[config.mk]
export PLATFORM = sky130hd
export DESIGN_NAME = tcw_ctrl
export DESIGN_NICKNAME = d
export VERILOG_FILES = /design/src/sv/tcw_pkg.sv /design/src/sv/tcw_ctrl.sv
export SDC_FILE = /design/constraint.sdc
export NUM_CORES = 1
export LEC_CHECK = 0
export BUFFER_PORTS_ARGS = -buffer_cell sky130_fd_sc_hd__buf_2
export CORE_MARGIN = 8
export CORE_UTILIZATION = 58
export CTS_CLUSTER_DIAMETER = 100
export DETAILED_ROUTE_END_ITERATION = 10
export GPL_TIMING_DRIVEN = 0
export PLACE_DENSITY = 0.82
export SYNTH_ARGS = -nofsm -noshare
export SYNTH_HDL_FRONTEND = slang
export SYNTH_SLANG_ARGS = --single-unit
[constraint.sdc]
create_clock -name clk -period 5.57 [get_ports clk]
set_clock_uncertainty 0.2 [all_clocks]
set_input_delay 1.3925 -clock clk [delete_from_list [all_inputs] [get_ports clk]]
set_output_delay 1.3925 -clock clk [all_outputs]
set_load 0.03 [all_outputs]
[src/sv/tcw_pkg.sv]
package tcw_pkg;

  // Default screen geometry
  localparam int DEF_COLUMNS = 80;
  localparam int DEF_ROWS    = 25;

  // Fixed field widths
  localparam int CHAR_W   = 8;
  localparam int ATTR_W   = 4;
  localparam int IN_ATTR_W = 8;
  localparam int CURSOR_W = 11;
  localparam int INDEX_W  = 11;

  // Character codes with special handling, plus the blank cell's character and attribute
  localparam logic [CHAR_W-1:0] CH_BACKSPACE = 8'h08;
  localparam logic [CHAR_W-1:0] CH_TAB       = 8'h09;
  localparam logic [CHAR_W-1:0] CH_NEWLINE   = 8'h0A;
  localparam logic [CHAR_W-1:0] CH_RETURN    = 8'h0D;
  localparam logic [CHAR_W-1:0] BLANK_CHAR   = 8'h20;
  localparam logic [ATTR_W-1:0] PLAIN_ATTR   = 4'h7;

  // Item opcodes
  localparam logic OP_PUT  = 1'b0;
  localparam logic OP_READ = 1'b1;

  // Spaces written for one tab
  localparam logic [3:0] TAB_SPACES = 4'd8;

  typedef struct packed {
    logic [ATTR_W-1:0] attr;
    logic [CHAR_W-1:0] ch;
  } cell_t;

  localparam cell_t BLANK_CELL = '{attr: PLAIN_ATTR, ch: BLANK_CHAR};

endpackage

[src/sv/tcw_ctrl.sv]
module tcw_ctrl #(
  parameter int COLUMNS = 80,
  parameter int ROWS    = 25,
  parameter int AW      = 11
) (
  input  logic                           clk,
  input  logic                           rst,
  input  logic                           start,
  output logic                           busy,
  input  logic                           op,
  input  logic [tcw_pkg::CHAR_W-1:0]     char_code,
  input  logic [tcw_pkg::IN_ATTR_W-1:0]  attribute,
  input  logic [tcw_pkg::INDEX_W-1:0]    cell_index,
  output logic                           done,
  output logic [tcw_pkg::CURSOR_W-1:0]   cursor_position,
  output logic [tcw_pkg::CHAR_W-1:0]     cell_char,
  output logic [tcw_pkg::ATTR_W-1:0]     cell_attr,
  output logic                           scrolled,
  output logic                           mem_we,
  output logic [AW-1:0]                  mem_waddr,
  output tcw_pkg::cell_t                 mem_wdata,
  output logic [AW-1:0]                  mem_raddr,
  input  tcw_pkg::cell_t                 mem_rdata
);
  import tcw_pkg::*;

  localparam int CELLS = COLUMNS * ROWS;
  localparam int CW    = $clog2(CELLS + COLUMNS);
  localparam int COLW  = $clog2(COLUMNS);

  localparam logic [CW-1:0]   CELLS_C   = CW'(CELLS);
  localparam logic [CW-1:0]   COLS_CUR  = CW'(COLUMNS);
  localparam logic [AW-1:0]   COLS_ADDR = AW'(COLUMNS);
  localparam logic [AW-1:0]   LAST_ADDR = AW'(CELLS - 1);
  localparam logic [AW-1:0]   ROW_LAST  = AW'(CELLS - COLUMNS);
  localparam logic [COLW-1:0] COL_LAST  = COLW'(COLUMNS - 1);

  typedef enum logic [3:0] {
    S_CLEAR, S_IDLE, S_RD_WAIT, S_EXEC, S_PLAIN, S_BS_RD, S_BS_WR,
    S_CHECK, S_SC_COPY, S_SC_BLANK, S_SC_DRAIN, S_STEP_END
  } state_t;

  state_t            state;
  logic [CW-1:0]     cursor;
  logic [COLW-1:0]   col;
  logic [AW-1:0]     sa;
  logic [3:0]        tab_left;
  logic [CHAR_W-1:0] ch_l;
  logic [ATTR_W-1:0] attr_l;
  logic              rd_ok;
  logic              scr;
  logic              pw_valid;
  logic [AW-1:0]     pw_addr;
  logic              pw_blank;

  assign busy = (state != S_IDLE);

  // Memory port steering
  always_comb begin
    mem_we    = 1'b0;
    mem_waddr = AW'(cursor);
    mem_wdata = BLANK_CELL;
    mem_raddr = AW'(cursor);
    case (state)
      S_CLEAR: begin
        mem_we    = 1'b1;
        mem_waddr = sa;
      end
      S_IDLE: begin
        mem_raddr = AW'(cell_index);
      end
      S_PLAIN: begin
        mem_we    = 1'b1;
        mem_wdata = '{attr: attr_l, ch: ch_l};
      end
      S_BS_WR: begin
        mem_we    = 1'b1;
        mem_wdata = '{attr: mem_rdata.attr, ch: BLANK_CHAR};
      end
      S_SC_COPY, S_SC_BLANK, S_SC_DRAIN: begin
        mem_raddr = sa;
        mem_we    = pw_valid;
        mem_waddr = pw_addr;
        mem_wdata = pw_blank ? cell_t'{attr: mem_rdata.attr, ch: BLANK_CHAR} : mem_rdata;
      end
      default: begin
        mem_we = 1'b0;
      end
    endcase
  end

  always_ff @(posedge clk) begin
    if (rst) begin
      state    <= S_CLEAR;
      cursor   <= '0;
      col      <= '0;
      sa       <= '0;
      pw_valid <= 1'b0;
      done     <= 1'b0;
    end else begin
      done <= 1'b0;
      case (state)
        S_CLEAR: begin
          sa <= sa + AW'(1);
          if (sa == LAST_ADDR) begin
            state <= S_IDLE;
          end
        end
        S_IDLE: begin
          if (start) begin
            ch_l     <= char_code;
            attr_l   <= attribute[ATTR_W-1:0];
            rd_ok    <= (int'(cell_index) < CELLS);
            scr      <= 1'b0;
            tab_left <= 4'd1;
            state    <= (op == OP_READ) ? S_RD_WAIT : S_EXEC;
          end
        end
        S_RD_WAIT: begin
          done            <= 1'b1;
          cursor_position <= CURSOR_W'(cursor);
          cell_char       <= rd_ok ? mem_rdata.ch : '0;
          cell_attr       <= rd_ok ? mem_rdata.attr : '0;
          scrolled        <= 1'b0;
          state           <= S_IDLE;
        end
        S_EXEC: begin
          case (ch_l)
            CH_NEWLINE: begin
              cursor <= cursor - CW'(col) + COLS_CUR;
              col    <= '0;
              state  <= S_CHECK;
            end
            CH_RETURN: begin
              cursor <= cursor - CW'(col);
              col    <= '0;
              state  <= S_CHECK;
            end
            CH_TAB: begin
              ch_l     <= BLANK_CHAR;
              attr_l   <= PLAIN_ATTR;
              tab_left <= TAB_SPACES;
              state    <= S_PLAIN;
            end
            CH_BACKSPACE: begin
              if (cursor != '0) begin
                cursor <= cursor - CW'(1);
                col    <= (col == '0) ? COL_LAST : col - COLW'(1);
              end
              state <= S_BS_RD;
            end
            default: begin
              state <= S_PLAIN;
            end
          endcase
        end
        S_PLAIN: begin
          cursor <= cursor + CW'(1);
          col    <= (col == COL_LAST) ? '0 : col + COLW'(1);
          state  <= S_CHECK;
        end
        S_BS_RD: begin
          state <= S_BS_WR;
        end
        S_BS_WR: begin
          state <= S_CHECK;
        end
        S_CHECK: begin
          if (cursor >= CELLS_C) begin
            scr   <= 1'b1;
            sa    <= COLS_ADDR;
            state <= S_SC_COPY;
          end else begin
            state <= S_STEP_END;
          end
        end
        S_SC_COPY: begin
          // move cell sa up one row; the write lands in the next cycle
          pw_valid <= 1'b1;
          pw_addr  <= sa - COLS_ADDR;
          pw_blank <= 1'b0;
          if (sa == LAST_ADDR) begin
            sa    <= ROW_LAST;
            state <= S_SC_BLANK;
          end else begin
            sa <= sa + AW'(1);
          end
        end
        S_SC_BLANK: begin
          pw_valid <= 1'b1;
          pw_addr  <= sa;
          pw_blank <= 1'b1;
          if (sa == LAST_ADDR) begin
            state <= S_SC_DRAIN;
          end else begin
            sa <= sa + AW'(1);
          end
        end
        S_SC_DRAIN: begin
          pw_valid <= 1'b0;
          cursor   <= cursor - COLS_CUR;
          state    <= S_STEP_END;
        end
        S_STEP_END: begin
          if (tab_left > 4'd1) begin
            tab_left <= tab_left - 4'd1;
            state    <= S_PLAIN;
          end else begin
            done            <= 1'b1;
            cursor_position <= CURSOR_W'(cursor);
            cell_char       <= '0;
            cell_attr       <= '0;
            scrolled        <= scr;
            state           <= S_IDLE;
          end
        end
        default: begin
          state <= S_IDLE;
        end
      endcase
    end
  end

  a_accept_busy: assert property (@(posedge clk) disable iff (rst)
    (start && !busy) |=> busy)
    else $error("accepted transaction did not raise busy");

  a_idle_cursor: assert property (@(posedge clk) disable iff (rst)
    !busy |-> (cursor < CELLS_C))
    else $error("cursor left on screen overflow while idle");

  a_done_single: assert property (@(posedge clk) disable iff (rst)
    done |=> !done)
    else $error("result strobe held for two cycles");

  a_done_drained: assert property (@(posedge clk) disable iff (rst)
    done |-> !pw_valid)
    else $error("result issued with a scroll write still pending");

endmodule

==> impl_metrics.csv <==
group,metric,value,unit
clocking,htreeDepth,3,
cells_and_area,fillers,900,
cells_and_area,final_cells,1015,
pwr,pwr-share-clk,0.379,
job,maxCapViolations,0,
timing,setup-violations-final,0,
placed_design,placed_cell_area,6980,µm²
clocking,cts_tree,"yes",
floorplan,start_util,0.584,
drt,drt_iter0_drc,643,
yosys,synth_edf_count,54,
timing,tightest_slew,0.947,ns
pwr,cellPowerDensity,168,nW/µm²
yosys,ys.flop_type,"edfxtp_1",
yosys,yosysWarningCount,0,
cells_and_area,finalInstanceArea,7170,µm²
drt,wl_per_cell,19.5,µm
floorplan,coreArea,10700,µm²
drt,drt_pass1_iterations,6,
setup_path,critical_path.startpoint_type,"flop",
placed_design,dp_hpwl,15.0,mm
yosys,ys_seq_area_frac,0.375,
clocking,clock-sinks,90,
yosys,syn-cell-area,6250,µm²
yosys,synth_cell_types,73,
drt,met2RoutedLength,9.13,mm
cells_and_area,fin_nets,935,
drt,top_layer,"met4",
yosys,avgSynthCellArea,8.27,µm²
floorplan,dieArea,14400,µm²
placed_design,place_congestion,0.942,
clocking,clk_pin_slew,0.11,ns
yosys,synthCells,756,
cells_and_area,drive_above_1_share,0.170,
yosys,ys_ff_latch,90,
drt,drc_errors,0,
placed_design,numPortBuffers,99,
setup_path,critPathMaxFanout,10,
clocking,cts_hold_buf,0,
placed_design,dp_cells,999,
yosys,synth_top_area_share,0.259,
timing,fin_tns_setup,0,ns
yosys,synthTopCellsByArea,"edfxtp_1 (26%), dfxtp_1 (12%), nand2_1 (5.7%)",
drt,met3_wirelength,1.76,mm
pwr,p_int,0.000897,W
pwr,p_leak,2.85,nW
drt,routed_wl,19.7,mm
drt,wl_met1,8.28,mm
floorplan,rows,38,
timing,slew_headroom,0.367,
timing,rsz0062_at_grt,"false",
cells_and_area,n_antenna_cell,0,
clocking,cts.path.max_buffers,2,
pwr,combinationalPowerShare,0.035,
cells_and_area,final_util,0.670,
setup_path,path_class,"flop to output pin",
yosys,postSynthNetCount,821,
pwr,max-vdd-ir-drop,0.130,mV
yosys,ys_async_sr_fraction,0,
pwr,seqPwrFrac,0.585,
clocking,cts_buffers,9,
setup_path,cp.arrival,3.11,ns
floorplan,die_y,120,µm
global_route,grt_first_pass_wirelength,31.0,mm
cells_and_area,synthToLayoutAreaGrowth,14.7,%
clocking,cts_resized,0,
setup_path,endpoint_kind,"output pin",
global_route,track_usage,0.266,
pwr,p_switching,0.000308,W
timing,fmax,0.213,GHz
outcome,outcome,"finished, final reports clean",
clocking,clk-insertion-delay-late,0.39,ns
drt,vias,6487,
yosys,synth_top_area_cell,"edfxtp_1",
timing,period_share,0.844,
floorplan,die_w,120,µm
global_route,overflow,0,
floorplan,io_pins,104,
pwr,switching_share,0.256,
clocking,root_buffer,"clkbuf_8",
drt,viasPerCell,6.39,
setup_path,cp.required,3.98,ns
clocking,post_cts_buffers,0,
timing,finalHoldViolations,0,
global_route,grt_start_max_net_pins,19,
min_path,hp-class,"flop to flop",
timing,drv_slew,0,
drt,ant_nets,0,
timing,period_needed,4.70,ns
global_route,antenna_found_initial,0,
global_route,grt_pass1_vias,5983,
[layer usage]
| metal | vias to the layer above | global-route usage |
|---|---|---|
| met1 | 3050 | 0.356 |
| met3 | 45 | 0.0352 |
| li1 | 3015 | - |
| met5 | - | 0 |
| met2 | 377 | 0.426 |
| met4 | 0 | 0.114 |
[registers in the layout (all words and copies together), names as in the netlist]
name             count
cursor_position     11
cell_char            8
tab_left             4
attr_l               4
ch_l                 8
col                  7
pw_blank             1
scr                  1
cursor              12
pw_addr             11
sa                  11
pw_valid             1
cell_attr            4
done                 1
state                4
rd_ok                1
scrolled             1
[per-stage QoR]
step	total power [W]	worst slack [ns]	hold slack, ns
finish	0.00120	0.869	0.246
global route	0.00122	0.704	0.276
CTS	0.00120	0.933	0.252
detailed placement	0.000762	1.36	0.229
global placement	0.000760	0.311	0.221
floorplan	0.000737	1.28	0.206
[Yosys cell counts (6+ instances only)]
cell type and n:
nand2_1 95, o21ai_0 45, nand3_1 18, and2_1 10, xnor2_1 15, nor3_1 27
a22oi_1 31, dfxtp_1 36, and3_1 22, or3_1 6, nor2_1 74, o22ai_1 7
a221o_1 6, nand4_1 7, xor2_1 7, ha_1 21, o21ai_1 6, inv_1 29
nand2b_1 9, a21oi_1 45, clkbuf_1 48, a211oi_1 14, a22o_1 9, or2_2 6
edfxtp_1 54, nor2b_1 6, a31oi_1 8
[cells by family after synthesis]
kind of cell | synth area share
AND/OR/NAND/NOR | 0.246
flip-flops | 0.375
multiplexers | 0.00320
XOR/XNOR | 0.0308
buffers and inverters | 0.0514
AO/OA/AOI/OAI | 0.249
adder cells (fa/ha/maj) | 0.0452
[power by group through the flow]
| stage | Combinational [W] | Clock, W | Sequential, W |
|---|---|---|---|
| after floorplan | 0.0000188 | 0 | 0.000719 |
| after global placement | 0.0000405 | 0 | 0.000720 |
| after detailed placement | 0.0000418 | 0 | 0.000720 |
| after CTS | 0.0000420 | 0.000453 | 0.000705 |
| after global routing | 0.0000454 | 0.000472 | 0.000705 |
| final | 0.0000425 | 0.000457 | 0.000705 |
[placed cells by master, fill, tap and decap left out, drive strengths merged, types with 5 or more instances in the layout]
master  netlist  routed
nand2b        9       9
a311oi        5       5
dfxtp        36      36
xor2          7       7
and2         12      12
a21oi        45      45
nand4         7       7
ha           21      21
o21ai        51      51
o221ai        5       5
buf           7     110
nand3        18      18
a22oi        31      31
a22o          9       9
nand2        96      96
and3         22      22
clkbuf       48      57
nor3         27      27
a211oi       14      14
nor2         75      75
inv          29      34
xnor2        15      15
nor2b         7       7
o22a          5       5
edfxtp       54      54
or3           6       6
o22ai         7       7
a31oi         8       8
or2           8       8
a21o          5       5
nor4          5       5
a221o         6       6
[path summary, 6_finish.rpt]
kind	cells after the start	slack [ns]	from	end
hold / removal	0	0.25	cursor[8]$_SDFFE_PP0P_	cursor_position[8]$_DFFE_PP_
hold reg to reg	0	0.25	cursor[8]$_SDFFE_PP0P_	cursor_position[8]$_DFFE_PP_
setup reg to reg	11	1.82	cursor[0]$_SDFFE_PP0P_	cursor[8]$_SDFFE_PP0P_
setup / recovery	8	0.87	state[3]$_SDFFE_PP0P_	mem_waddr[4]
[layout make-up]
| cell class | count | area [µm²] | area share |
|---|---|---|---|
| multi-input cells | 582 | 3600 | 0.503 |
| flip-flops and latches | 90 | 2340 | 0.327 |
| repair buffers | 103 | 534 | 0.0745 |
| plain buffers | 55 | 213 | 0.0297 |
| well taps | 140 | 175 | 0.0244 |
| clock buffers | 9 | 124 | 0.0173 |
| inverters | 29 | 109 | 0.0152 |
| clock inverters | 7 | 68.8 | 0.00960 |
[worst max-delay path, stage by stage (launching register included)]
cell      delay, ns
dfxtp_1        0.35
clkbuf_1       0.24
or2_2          0.35
clkbuf_1       0.20
nor2_1         0.62
nor2_1         0.13
clkbuf_1       0.29
a221o_1        0.36
buf_2          0.19
Power figures use the tool's default switching activity.
